[config.mk]
export PLATFORM = sky130hd
export DESIGN_NAME = ascii_hex_frame_decoder
export DESIGN_NICKNAME = d
export VERILOG_FILES = /design/src/rtl/ahfd_pkg.sv /design/src/rtl/ahfd_core.sv /design/src/rtl/ascii_hex_frame_decoder.sv
export SDC_FILE = /design/constraint.sdc
export NUM_CORES = 1
export LEC_CHECK = 0
export BUFFER_PORTS_ARGS = -buffer_cell sky130_fd_sc_hd__buf_2
export CAP_MARGIN = 20
export CORE_UTILIZATION = 25
export DETAILED_ROUTE_END_ITERATION = 12
export HOLD_SLACK_MARGIN = 0.06
export REMOVE_ABC_BUFFERS = 1
export SYNTH_ARGS = -nofsm -noshare
export SYNTH_HDL_FRONTEND = slang
export SYNTH_SLANG_ARGS = --single-unit
export TNS_END_PERCENT = 30
[constraint.sdc]
create_clock -name clk_i -period 11.45 [get_ports clk_i]
set_input_delay 0 -clock clk_i [delete_from_list [all_inputs] [get_ports clk_i]]
set_output_delay 0 -clock clk_i [all_outputs]
set_load 0.05 [all_outputs]
[src/rtl/ahfd_pkg.sv]
// ----------------------------------------------------------------------------
// ahfd_pkg: shared types and constants of the ASCII hex frame decoder
// Holds the beat kinds, the end status codes, the register indexes, the
// character constants, the item and result structs, and the hex digit decoder.
// ----------------------------------------------------------------------------
`default_nettype none

package ahfd_pkg;

  // Kind of an input beat, carried in tuser
  typedef enum logic [1:0] {
    FUNC_START = 2'd0,
    FUNC_CHAR  = 2'd1,
    FUNC_TICK  = 2'd2
  } func_e;

  // End status of a read
  typedef enum logic [2:0] {
    ST_OK       = 3'd0,
    ST_EMPTY    = 3'd1,
    ST_OVERFLOW = 3'd2,
    ST_BADHEX   = 3'd3,
    ST_TIMEOUT  = 3'd4
  } status_e;

  // Configuration register indexes
  localparam logic CFG_FRAME_CAPACITY = 1'b0;
  localparam logic CFG_TIMEOUT_TICKS  = 1'b1;

  // Register reset values
  localparam logic [4:0]  CAPACITY_RESET = 5'd16;
  localparam logic [15:0] TIMEOUT_RESET  = 16'd250;

  // Characters of interest
  localparam logic [7:0] CHAR_COLON = 8'h3A;
  localparam logic [7:0] CHAR_CR    = 8'h0D;
  localparam logic [7:0] CHAR_LF    = 8'h0A;
  localparam logic [7:0] CHAR_ZERO  = 8'h30;
  localparam logic [7:0] CHAR_NINE  = 8'h39;
  localparam logic [7:0] CHAR_UPA   = 8'h41;
  localparam logic [7:0] CHAR_UPF   = 8'h46;
  localparam logic [7:0] CHAR_LOA   = 8'h61;
  localparam logic [7:0] CHAR_LOF   = 8'h66;

  // One input item
  typedef struct packed {
    func_e      func;
    logic [7:0] rx_char;
  } item_t;

  // One result item
  typedef struct packed {
    logic       byte_valid;
    logic [7:0] data_byte;
    logic [3:0] byte_index;
    logic       done_res;
    status_e    status;
    logic [4:0] frame_length;
  } result_t;

  // Decode one hex character: bit 4 flags a non-hex character
  function automatic logic [4:0] hex_nibble(input logic [7:0] c);
    logic [7:0] diff;
    logic [4:0] nib;
    diff = 8'd0;
    nib  = 5'h10;
    if (c >= CHAR_ZERO && c <= CHAR_NINE) begin
      diff = c - CHAR_ZERO;
      nib  = {1'b0, diff[3:0]};
    end else if (c >= CHAR_UPA && c <= CHAR_UPF) begin
      diff = c - CHAR_UPA + 8'd10;
      nib  = {1'b0, diff[3:0]};
    end else if (c >= CHAR_LOA && c <= CHAR_LOF) begin
      diff = c - CHAR_LOA + 8'd10;
      nib  = {1'b0, diff[3:0]};
    end
    return nib;
  endfunction

endpackage

`default_nettype wire

[src/rtl/ahfd_core.sv]
// ----------------------------------------------------------------------------
// ahfd_core: read state and per-item decode
// Holds the read state and works out, in one pass of logic, the next state
// and the result of the item presented on step_i.
// ----------------------------------------------------------------------------
`default_nettype none

module ahfd_core #(
  parameter int unsigned MAX_FRAME_BYTES = 16
) (
  input  wire logic             clk_i,
  input  wire logic             rst_ni,
  input  wire logic             step_i,
  input  wire ahfd_pkg::item_t  item_i,
  input  wire logic [4:0]       capacity_i,
  input  wire logic [15:0]      timeout_i,
  output logic                  res_valid_o,
  output ahfd_pkg::result_t     res_o
);

  localparam int unsigned CW = $clog2(MAX_FRAME_BYTES + 1);
  localparam int unsigned EW = (CW > 5) ? CW : 5;
  localparam logic [EW-1:0] MAX_EXT = EW'(MAX_FRAME_BYTES);

  logic          active_q, active_d;
  logic          colon_q, colon_d;
  logic          have_hi_q, have_hi_d;
  logic [7:0]    hi_char_q, hi_char_d;
  logic [CW-1:0] cnt_q, cnt_d;
  logic [15:0]   elapsed_q, elapsed_d;

  logic [EW-1:0] cnt_ext;
  logic [EW-1:0] cap_ext;
  logic [EW-1:0] cap_lim;
  logic [15:0]   elapsed_inc;
  logic [4:0]    hi_nib;
  logic [4:0]    lo_nib;

  // Clamp capacity and widen the count for compares and outputs
  assign cnt_ext     = EW'(cnt_q);
  assign cap_ext     = EW'(capacity_i);
  assign cap_lim     = (cap_ext > MAX_EXT) ? MAX_EXT : cap_ext;
  assign elapsed_inc = (elapsed_q == 16'hFFFF) ? elapsed_q : elapsed_q + 16'd1;
  assign hi_nib      = ahfd_pkg::hex_nibble(hi_char_q);
  assign lo_nib      = ahfd_pkg::hex_nibble(item_i.rx_char);

  // Next state and result of the current item
  always_comb begin
    active_d    = active_q;
    colon_d     = colon_q;
    have_hi_d   = have_hi_q;
    hi_char_d   = hi_char_q;
    cnt_d       = cnt_q;
    elapsed_d   = elapsed_q;
    res_valid_o = 1'b0;
    res_o       = '0;
    if (step_i) begin
      unique case (item_i.func)
        ahfd_pkg::FUNC_START: begin
          active_d  = 1'b1;
          colon_d   = 1'b0;
          have_hi_d = 1'b0;
          hi_char_d = 8'd0;
          cnt_d     = '0;
          elapsed_d = 16'd0;
        end
        ahfd_pkg::FUNC_TICK: begin
          if (active_q) begin
            elapsed_d = elapsed_inc;
            if (elapsed_inc >= timeout_i) begin
              active_d           = 1'b0;
              res_valid_o        = 1'b1;
              res_o.done_res     = 1'b1;
              res_o.status       = ahfd_pkg::ST_TIMEOUT;
              res_o.frame_length = cnt_ext[4:0];
            end
          end
        end
        ahfd_pkg::FUNC_CHAR: begin
          if (active_q) begin
            if (!colon_q) begin
              colon_d = (item_i.rx_char == ahfd_pkg::CHAR_COLON);
            end else if (item_i.rx_char == ahfd_pkg::CHAR_CR ||
                         item_i.rx_char == ahfd_pkg::CHAR_LF) begin
              // End of frame: a dangling high character is dropped
              active_d           = 1'b0;
              res_valid_o        = 1'b1;
              res_o.done_res     = 1'b1;
              res_o.status       = (cnt_q != '0) ? ahfd_pkg::ST_OK : ahfd_pkg::ST_EMPTY;
              res_o.frame_length = cnt_ext[4:0];
            end else if (!have_hi_q) begin
              hi_char_d = item_i.rx_char;
              have_hi_d = 1'b1;
            end else if (cnt_ext >= cap_lim) begin
              active_d           = 1'b0;
              res_valid_o        = 1'b1;
              res_o.done_res     = 1'b1;
              res_o.status       = ahfd_pkg::ST_OVERFLOW;
              res_o.frame_length = cnt_ext[4:0];
            end else if (hi_nib[4] || lo_nib[4]) begin
              active_d           = 1'b0;
              res_valid_o        = 1'b1;
              res_o.done_res     = 1'b1;
              res_o.status       = ahfd_pkg::ST_BADHEX;
              res_o.frame_length = cnt_ext[4:0];
            end else begin
              res_valid_o      = 1'b1;
              res_o.byte_valid = 1'b1;
              res_o.data_byte  = {hi_nib[3:0], lo_nib[3:0]};
              res_o.byte_index = cnt_ext[3:0];
              cnt_d            = cnt_q + 1'b1;
              have_hi_d        = 1'b0;
            end
          end
        end
        default: begin
          // unused kind: drop the beat
        end
      endcase
    end
  end

  // Hold the read state
  always_ff @(posedge clk_i or negedge rst_ni) begin
    if (!rst_ni) begin
      active_q  <= 1'b0;
      colon_q   <= 1'b0;
      have_hi_q <= 1'b0;
      hi_char_q <= 8'd0;
      cnt_q     <= '0;
      elapsed_q <= 16'd0;
    end else begin
      active_q  <= active_d;
      colon_q   <= colon_d;
      have_hi_q <= have_hi_d;
      hi_char_q <= hi_char_d;
      cnt_q     <= cnt_d;
      elapsed_q <= elapsed_d;
    end
  end

`ifndef SYNTHESIS
  a_res_needs_active: assert property (@(posedge clk_i) disable iff (!rst_ni)
    res_valid_o |-> active_q)
    else $error("result produced while no read is active");

  a_res_one_kind: assert property (@(posedge clk_i) disable iff (!rst_ni)
    res_valid_o |-> (res_o.byte_valid ^ res_o.done_res))
    else $error("result is neither a byte nor an end, or both");

  a_end_disarms: assert property (@(posedge clk_i) disable iff (!rst_ni)
    (res_valid_o && res_o.done_res) |=> !active_q)
    else $error("read still active after its end result");

  a_count_bounded: assert property (@(posedge clk_i) disable iff (!rst_ni)
    cnt_ext <= MAX_EXT)
    else $error("byte count beyond the frame maximum");
`endif

endmodule

`default_nettype wire

[src/rtl/ascii_hex_frame_decoder.sv]
// ----------------------------------------------------------------------------
// ascii_hex_frame_decoder: ASCII hex frame decoder with stream ports
// Input register, decode core and result register with stream handshakes.
// ----------------------------------------------------------------------------
// Usage:
//   Slave beats carry one item each: tuser gives the kind (start, character,
//   millisecond tick) and tdata the received character. A start arms a read;
//   after ':' each hex pair gives one byte beat on the master side, and CR,
//   LF, overflow, a bad pair or timeout gives one end beat with status and
//   length. Beats that produce nothing give no master beat.
//   An accepted item waits in the input register; its result loads into the
//   result register once that register frees, and is then offered on the
//   master side. Throughput: one item per cycle while the master side takes
//   its beats, set by the single pass of decode logic between the registers.
//   Stall: while a master beat waits, the input register still takes one more
//   item; further slave beats wait until the master side takes its beat.
//   Reset: the read is disarmed, both registers are empty, capacity is 16 and
//   timeout 250 ticks. The user must write registers through cfg_* only while
//   idle; the block itself does not enforce this.
// ----------------------------------------------------------------------------
`default_nettype none

module ascii_hex_frame_decoder #(
  parameter int unsigned MAX_FRAME_BYTES = 16
) (
  input  wire logic        clk_i,
  input  wire logic        rst_ni,
  // configuration writes
  input  wire logic        cfg_we_i,
  input  wire logic        cfg_addr_i,
  input  wire logic [15:0] cfg_wdata_i,
  // item stream
  input  wire logic        s_axis_tvalid,
  output logic             s_axis_tready,
  input  wire logic [7:0]  s_axis_tdata,   // [7:0] rx_char
  input  wire logic [1:0]  s_axis_tuser,   // [1:0] func
  // result stream
  output logic             m_axis_tvalid,
  input  wire logic        m_axis_tready,
  output logic [23:0]      m_axis_tdata,   // [7:0] data_byte, [11:8] byte_index,
                                           // [14:12] status, [19:15] frame_length
  output logic [1:0]       m_axis_tuser    // [0] byte_valid, [1] done_res
);

  logic              in_valid_q, in_valid_d;
  ahfd_pkg::item_t   item_q, item_d;
  logic              out_valid_q, out_valid_d;
  ahfd_pkg::result_t out_q, out_d;
  logic [4:0]        cap_q, cap_d;
  logic [15:0]       tmo_q, tmo_d;

  logic              advance;
  logic              s_accept;
  logic              step;
  logic              res_valid;
  ahfd_pkg::result_t res;

  // Handshake: the result register frees when empty or taken
  assign advance       = !out_valid_q || m_axis_tready;
  assign s_axis_tready = !in_valid_q || advance;
  assign s_accept      = s_axis_tvalid && s_axis_tready;
  assign step          = in_valid_q && advance;

  // Input register
  always_comb begin
    in_valid_d = in_valid_q;
    item_d     = item_q;
    if (s_accept) begin
      in_valid_d     = 1'b1;
      item_d.func    = ahfd_pkg::func_e'(s_axis_tuser);
      item_d.rx_char = s_axis_tdata;
    end else if (advance) begin
      in_valid_d = 1'b0;
    end
  end

  // Result register
  always_comb begin
    out_valid_d = out_valid_q;
    out_d       = out_q;
    if (advance) begin
      out_valid_d = res_valid;
      if (res_valid) begin
        out_d = res;
      end
    end
  end

  // Configuration registers
  always_comb begin
    cap_d = cap_q;
    tmo_d = tmo_q;
    if (cfg_we_i) begin
      unique case (cfg_addr_i)
        ahfd_pkg::CFG_FRAME_CAPACITY: cap_d = cfg_wdata_i[4:0];
        ahfd_pkg::CFG_TIMEOUT_TICKS:  tmo_d = cfg_wdata_i;
        default:                      cap_d = cap_q;
      endcase
    end
  end

  always_ff @(posedge clk_i or negedge rst_ni) begin
    if (!rst_ni) begin
      in_valid_q  <= 1'b0;
      out_valid_q <= 1'b0;
      cap_q       <= ahfd_pkg::CAPACITY_RESET;
      tmo_q       <= ahfd_pkg::TIMEOUT_RESET;
    end else begin
      in_valid_q  <= in_valid_d;
      out_valid_q <= out_valid_d;
      cap_q       <= cap_d;
      tmo_q       <= tmo_d;
    end
  end

  // Payload registers need no reset
  always_ff @(posedge clk_i) begin
    item_q <= item_d;
    out_q  <= out_d;
  end

  ahfd_core #(
    .MAX_FRAME_BYTES (MAX_FRAME_BYTES)
  ) u_core (
    .clk_i       (clk_i),
    .rst_ni      (rst_ni),
    .step_i      (step),
    .item_i      (item_q),
    .capacity_i  (cap_q),
    .timeout_i   (tmo_q),
    .res_valid_o (res_valid),
    .res_o       (res)
  );

  // Pack the result beat
  assign m_axis_tvalid = out_valid_q;
  assign m_axis_tdata  = {4'd0, out_q.frame_length, 3'(out_q.status),
                          out_q.byte_index, out_q.data_byte};
  assign m_axis_tuser  = {out_q.done_res, out_q.byte_valid};

endmodule

`default_nettype wire

==> flow_summary.json, run 1 <==
{
  "final.setup.tns_ps": 0,
  "final_common_cell": "buf_2",
  "cp_data_required_time_ps": 11500,
  "grt_max_degree": 56,
  "avgRoutedWirePerCell_um": 13.6,
  "wl_mm": 11.0,
  "dr.first_iter.drc_count": 242,
  "synth.distinct_cells": 62,
  "syn2layout_area_growth_pct": 23.9,
  "grtUsageTotal_pct": 11.5,
  "die_area_um2": 20200,
  "vias_per_cell": 4.53,
  "fp.dieW_um": 142,
  "synth-edff-count": 32,
  "syn_avg_cell_area_um2": 10.7,
  "std_cell_rows": 50,
  "timing.final.crit_share_pct": 33.3,
  "placed_area_um2": 5480,
  "status": "complete, no violations",
  "grt_pass1_wl_mm": 18.2,
  "antenna_found_initial": 0,
  "setup_viol_count_final": 0,
  "drtPass1Iterations": 4,
  "finClkSkew_ps": 8.82,
  "stdcell_count": 813,
  "core_area_um2": 19000,
  "final_area_um2": 6070,
  "cp_slowest_cell": "dfrtp_1",
  "worst-path-buf-inv": 2,
  "clk_path_buf_depth": 2,
  "critPathLaunchType": "flop",
  "p_leak_uw": 0.00258,
  "end_kind": "flop",
  "dpl.hpwl_mm": 7.96,
  "nets": 614,
  "vias": 3681,
  "clkTransAtPathRegs_ps": 70,
  "ys_seq_area_share_pct": 47.9,
  "io_pins": 60,
  "layout-drive-gt1-share_pct": 20.8,
  "clk_latency_ps": 340,
  "crit_top_cell": "ha_1",
  "crit_fanout": 16,
  "post-route-drc-count": 0,
  "clkSinkCount": 87,
  "drtAntennaViolNets": 0,
  "first_global_vias": 3613,
  "async_reset_ff_share_pct": 63.2,
  "p_per_area_nw_per_um2": 127,
  "hold_viol": 0,
  "grt.overflow.total": 0,
  "ys_ff_latch": 87,
  "synth_area_um2": 4900,
  "synthCells": 457,
  "io_buffers": 55,
  "period_needed_ps": 3810,
  "cp_top_family": "simple AND/OR/NAND/NOR gates",
  "tightest_slew_ps": 987,
  "gp_congestion": 0.804,
  "cts_resized": 0,
  "initial_core_util_pct": 25.8,
  "final_cell_mix": "buf_2 (55), dfrtp_1 (48), ha_1 (35)",
  "drv_slew": 0,
  "slew_headroom_pct": 34.1,
  "max_stage_delay_ps": 420,
  "yosysWarnings": 0,
  "irDropWorstVdd_mv": 0.0678,
  "critPathArrivalTime_ps": 3860,
  "ys.flop_type": "dfrtp_1",
  "cts_buffers": 9,
  "cts_root_buffer": "clkbuf_16",
  "cts_tree": "yes",
  "h-tree-depth": 3,
  "die_h_um": 142,
  "max_cap_viol_count": 0,
  "fmax_mhz": 262,
  "path_class": "reg -> reg",
  "dp_cells": 766,
  "path_cells": "ha_1 > inv_1 > nor3_1 > a21oi_1 > and3_1 > xor2_1 > ha_1 > nand4_1 > nor2_1 > o211ai_1 > o211a_1 > and2_1 > nor2_2 > buf_8",
  "rsz0062_at_grt": "no",
  "post-route-util_pct": 32.0,
  "hold_path_class": "in -> reg"
}
==> kinds of logic (layout without fill, tap and decap cells) <==
logic type | Yosys count | after routing | share of synthesized area [%]
simple gates | 150 | 150 | 15.7
compound gates | 93 | 93 | 14.4
flops | 87 | 87 | 47.9
buf+inv | 48 | 140 | 4.04
fa+ha+maj | 35 | 35 | 8.94
mux | 26 | 26 | 5.93
xor+xnor | 17 | 17 | 3.04
other cells | 1 | 5 | 0.0766
==> per-layer routing <==
layer / share of wire (%) / up-vias / GRT usage, %
met1: 51 / 1779 / 16.0
met4: 1.9 / 0 / 4.70
met5: 0 / - / 0
met2: 44 / 66 / 17.6
li1: - / 1825 / -
met3: 2.8 / 11 / 1.95
==> worst paths after layout <==
kind	startpoint	to	slack, ps	cells after the start
setup reg to reg	u_core.elapsed_q[0]	m_axis_tdata[11]	7640	14
hold / removal	m_axis_tready	m_axis_tvalid	70	3
max in group asynchronous	rst_ni	u_core.elapsed_q[4]	10620	3
min in group asynchronous	rst_ni	tmo_q[15]	350	3
setup / recovery	u_core.elapsed_q[0]	m_axis_tdata[11]	7640	14
hold reg to reg	tmo_q[10]	tmo_q[10]	510	1
==> stage by stage <==
step	power, uW	hold WS (ps)	setup WS (ps)
6_report	773	73.6	7640
3_5_place_dp	490	180	7640
2_1_floorplan	452	-296	7610
3_3_place_gp	488	177	7400
5_1_grt	812	115	7310
4_1_cts	778	63.6	7630
==> cell type report <==
| type | count | area (um2) |
|---|---|---|
| Inverter | 35 | 131 |
| Clock buffer | 10 | 239 |
| Timing Repair Buffer | 89 | 613 |
| Antenna cell | 1 | 2.50 |
| Sequential cell | 87 | 2350 |
| Clock inverter | 6 | 42.5 |
| Fill cell | 1886 | 12900 |
| Multi-Input combinational cell | 325 | 2370 |
| Tap cell | 260 | 325 |
==> worst register-to-register path: stages, from the launching register on <==
cell and delay, ps:
dfrtp_1 420, ha_1 250, inv_1 90, nor3_1 340
a21oi_1 230, and3_1 250, xor2_1 150, ha_1 290
nand4_1 130, nor2_1 130, o211ai_1 90, o211a_1 260
and2_1 210, nor2_2 420, buf_8 240
==> cell usage after synthesis, drive strengths merged (5+ instances only) <==
library cell	instances	area share [%]
nor4	5	0.64
xnor2	12	2.1
inv	35	2.7
a22o	13	2.3
nor2	35	2.7
nand4	5	0.64
and2	10	1.3
and3	8	1.0
a21oi	15	1.6
mux2	24	5.5
nand3	16	1.6
clkbuf	6	0.46
buf	7	0.89
nor3	8	0.82
edfxtp	32	20
nand2b	9	1.1
o21a	6	0.92
a31oi	7	0.89
dfrtp	48	25
dfstp	7	3.8
xor2	5	0.89
nand2	35	2.7
o21ai	22	2.3
ha	35	8.9
==> where the power goes <==
| group | switching [uW] | total, uW | internal (uW) |
|---|---|---|---|
| Clock | 127 | 281 | 154 |
| Combinational | 68.8 | 125 | 56.4 |
| Sequential | 20.2 | 367 | 347 |
| Total | 216 | 773 | 557 |
==> what timing repair did <==
| action | in CTS | in global routing |
|---|---|---|
| hold buffers | 30 | 0 |
| hold endpoints to repair | 80 | 0 |
| setup buffers | 0 | 0 |
==> registers in the layout, indices dropped and copies added (netlist names) <==
| signal | count |
|---|---|
| tmo_q | 16 |
| m_axis_tuser | 2 |
| u_core.colon_q | 1 |
| u_core.hi_char_q | 8 |
| item_q | 10 |
| m_axis_tdata | 20 |
| u_core.elapsed_q | 16 |
| in_valid_q | 1 |
| u_core.have_hi_q | 1 |
| u_core.active_q | 1 |
| cap_q | 5 |
| m_axis_tvalid | 1 |
| u_core.cnt_ext | 5 |
No activity file was read; power rests on OpenSTA's default activity.
==> run 2: changes to the inputs <==
==> constraint.sdc (replaced) <==
create_clock -name clk_i -period 3.8 [get_ports clk_i]
set_input_delay 0 -clock clk_i [delete_from_list [all_inputs] [get_ports clk_i]]
set_output_delay 0 -clock clk_i [all_outputs]
set_load 0.05 [all_outputs]
==> run 2 against run 1 <==
  * Non-clock buffer count is 5 higher
  * Hold slack better by 65 ps
  * Setup slack worse by 7400 ps
  * Clock-buffer cell count stayed put
  * Register-to-register slack worse by 7400 ps
  * Sequential power grew to 3.0 times the previous value
  * Clock power grew to 3.0 times the previous value
  * Via count is 0.22% lower
  * Cell count is 0.49% higher
  * Cell area is 0.62% higher
  * Critical path type unchanged
  * Critical endpoint is now m_axis_tdata[1]
  * Largest power group unchanged
==> flow_summary.json, run 2 (synthesis results as in run 1) <==
{
  "status": "complete, no violations",
  "die_h_um": 142,
  "p_per_area_nw_per_um2": 384,
  "cp_slowest_cell": "dfrtp_1",
  "period_needed_ps": 3510,
  "cp_data_required_time_ps": 3820,
  "clk_latency_ps": 340,
  "r2r_slack_ps": 290,
  "worstRegToRegCells": 13,
  "vias_per_cell": 4.50,
  "whs_path_depth": 3,
  "seq_area_um2": 2350,
  "initial_core_util_pct": 25.8,
  "grt_pass1_wl_mm": 18.5,
  "largest_register_ffs": 20,
  "clkSinkCount": 87,
  "dr.first_iter.drc_count": 257,
  "layout-drive-gt1-share_pct": 21.5,
  "final_common_cell": "buf_2",
  "h-tree-depth": 3,
  "setup_viol_count_final": 0,
  "io_buffers": 55,
  "end_kind": "flop",
  "fp.dieW_um": 142,
  "vias": 3673,
  "cts_tree": "yes",
  "drv_slew": 0,
  "crit_top_cell": "ha_1",
  "first_global_vias": 3538,
  "std_cell_rows": 50,
  "multi_input_area_um2": 2370,
  "antenna_found_initial": 0,
  "cts_root_buffer": "clkbuf_16",
  "nets": 619,
  "wl_mm": 11.2,
  "io_pins": 60,
  "drtPass1Iterations": 4,
  "post-route-drc-count": 0,
  "fmax_mhz": 285,
  "holdWs_ps": 139,
  "drtAntennaViolNets": 0,
  "syn2layout_area_growth_pct": 24.6,
  "gp_congestion": 0.838,
  "p_leak_uw": 0.00260,
  "rsz0062_at_grt": "no",
  "clkTransAtPathRegs_ps": 70,
  "power.total_uw": 2350,
  "cts_buffers": 9,
  "critPathLaunchType": "flop",
  "avgRoutedWirePerCell_um": 13.8,
  "max_stage_delay_ps": 420,
  "post_cts_buffers": 0,
  "dpl.hpwl_mm": 8.05,
  "irDropWorstVdd_mv": 0.190,
  "path_cells": "ha_1 > inv_1 > or3_1 > nor3_1 > nand3b_1 > o21a_1 > ha_1 > o2111a_1 > o211ai_1 > o211a_1 > and2_1 > nor2_2 > buf_4",
  "tightest_slew_ps": 934,
  "grt.overflow.total": 0,
  "core_area_um2": 19000,
  "final_cell_mix": "buf_2 (55), dfrtp_1 (48), ha_1 (35)",
  "max_cap_viol_count": 0,
  "hold_path_class": "in -> reg",
  "finClkSkew_ps": 10.4,
  "antennaDiodeCount": 0,
  "critPathArrivalTime_ps": 3530,
  "grtUsageTotal_pct": 11.7,
  "grt_max_degree": 56,
  "die_area_um2": 20200,
  "crit_fanout": 22,
  "path_class": "reg -> reg",
  "fill_cells": 1932,
  "timing.final.crit_share_pct": 92.4,
  "hold_viol": 0,
  "slew_headroom_pct": 37.6,
  "clk_path_buf_depth": 2
}
-- run 2: cell count changes in the layout (fill, tap and decap cells not counted), sizes merged --
cell | before | now
buf | 59 | 62
dlygate4sd3 | 30 | 32
diode | 1 | 0
-- run 2: through the flow --
step / setup WS [ps] / utilization [%] / instances / TNS, ps / cell area, um2
global placement: 339 / 29.0 / 769 / 0 / 5500
global route: 33.5 / 32.2 / 817 / 0 / 6110
floorplan: -41.8 / - / 447 / -919 / 4840
detailed placement: 239 / 29.0 / 769 / 0 / 5500
finish: 288 / 32.2 / 817 / 0 / 6110
CTS: 201 / 32.2 / 817 / 0 / 6100
-- run 2: path summary, 6_finish.rpt --
| check | endpoint | from |
|---|---|---|
| setup / recovery | m_axis_tdata[1] | u_core.elapsed_q[0] |
| hold / removal | cap_q[2] | cfg_addr_i |
| setup reg to reg | m_axis_tdata[1] | u_core.elapsed_q[0] |
| hold reg to reg | tmo_q[8] | tmo_q[8] |
| max in group asynchronous | u_core.elapsed_q[1] | rst_ni |
| min in group asynchronous | tmo_q[9] | rst_ni |
-- run 2: routing by layer --
metal / vias up / wire [um] / GRT usage (%)
li1: 1833 / - / -
met1: 1736 / 5650 / 16.9
met2: 90 / 4970 / 17.2
met3: 14 / 410 / 2.12
met4: 0 / 205 / 4.19
met5: - / 0 / 0
-- run 2: where the power goes --
part	internal (uW)	switching [uW]
clock	465	389
combinational	178	213
sequential	1050	55.8
total	1690	657
-- run 2: cell type report --
cell class	instances	area share (%)
tap	260	5.33
timing repair buffer	94	10.6
clock inverter	6	0.697
clock buffer	10	3.91
inverter	35	2.15
multi-input combinational	325	38.9
sequential	87	38.4
-- run 2: critical path: cells and delay by family (launching register included) --
family	cells	cell delay, ps
compound gates	4	680
fa+ha+maj	2	540
buf+inv	2	390
flops	1	420
simple gates	5	1150
-- run 2: what timing repair did --
| item | in CTS | in global routing |
|---|---|---|
| resized for setup | 0 | 1 |
| hold buffers | 32 | 0 |
| endpoints found under the hold margin | 81 | 0 |
| setup endpoints to repair | 0 | 25 |
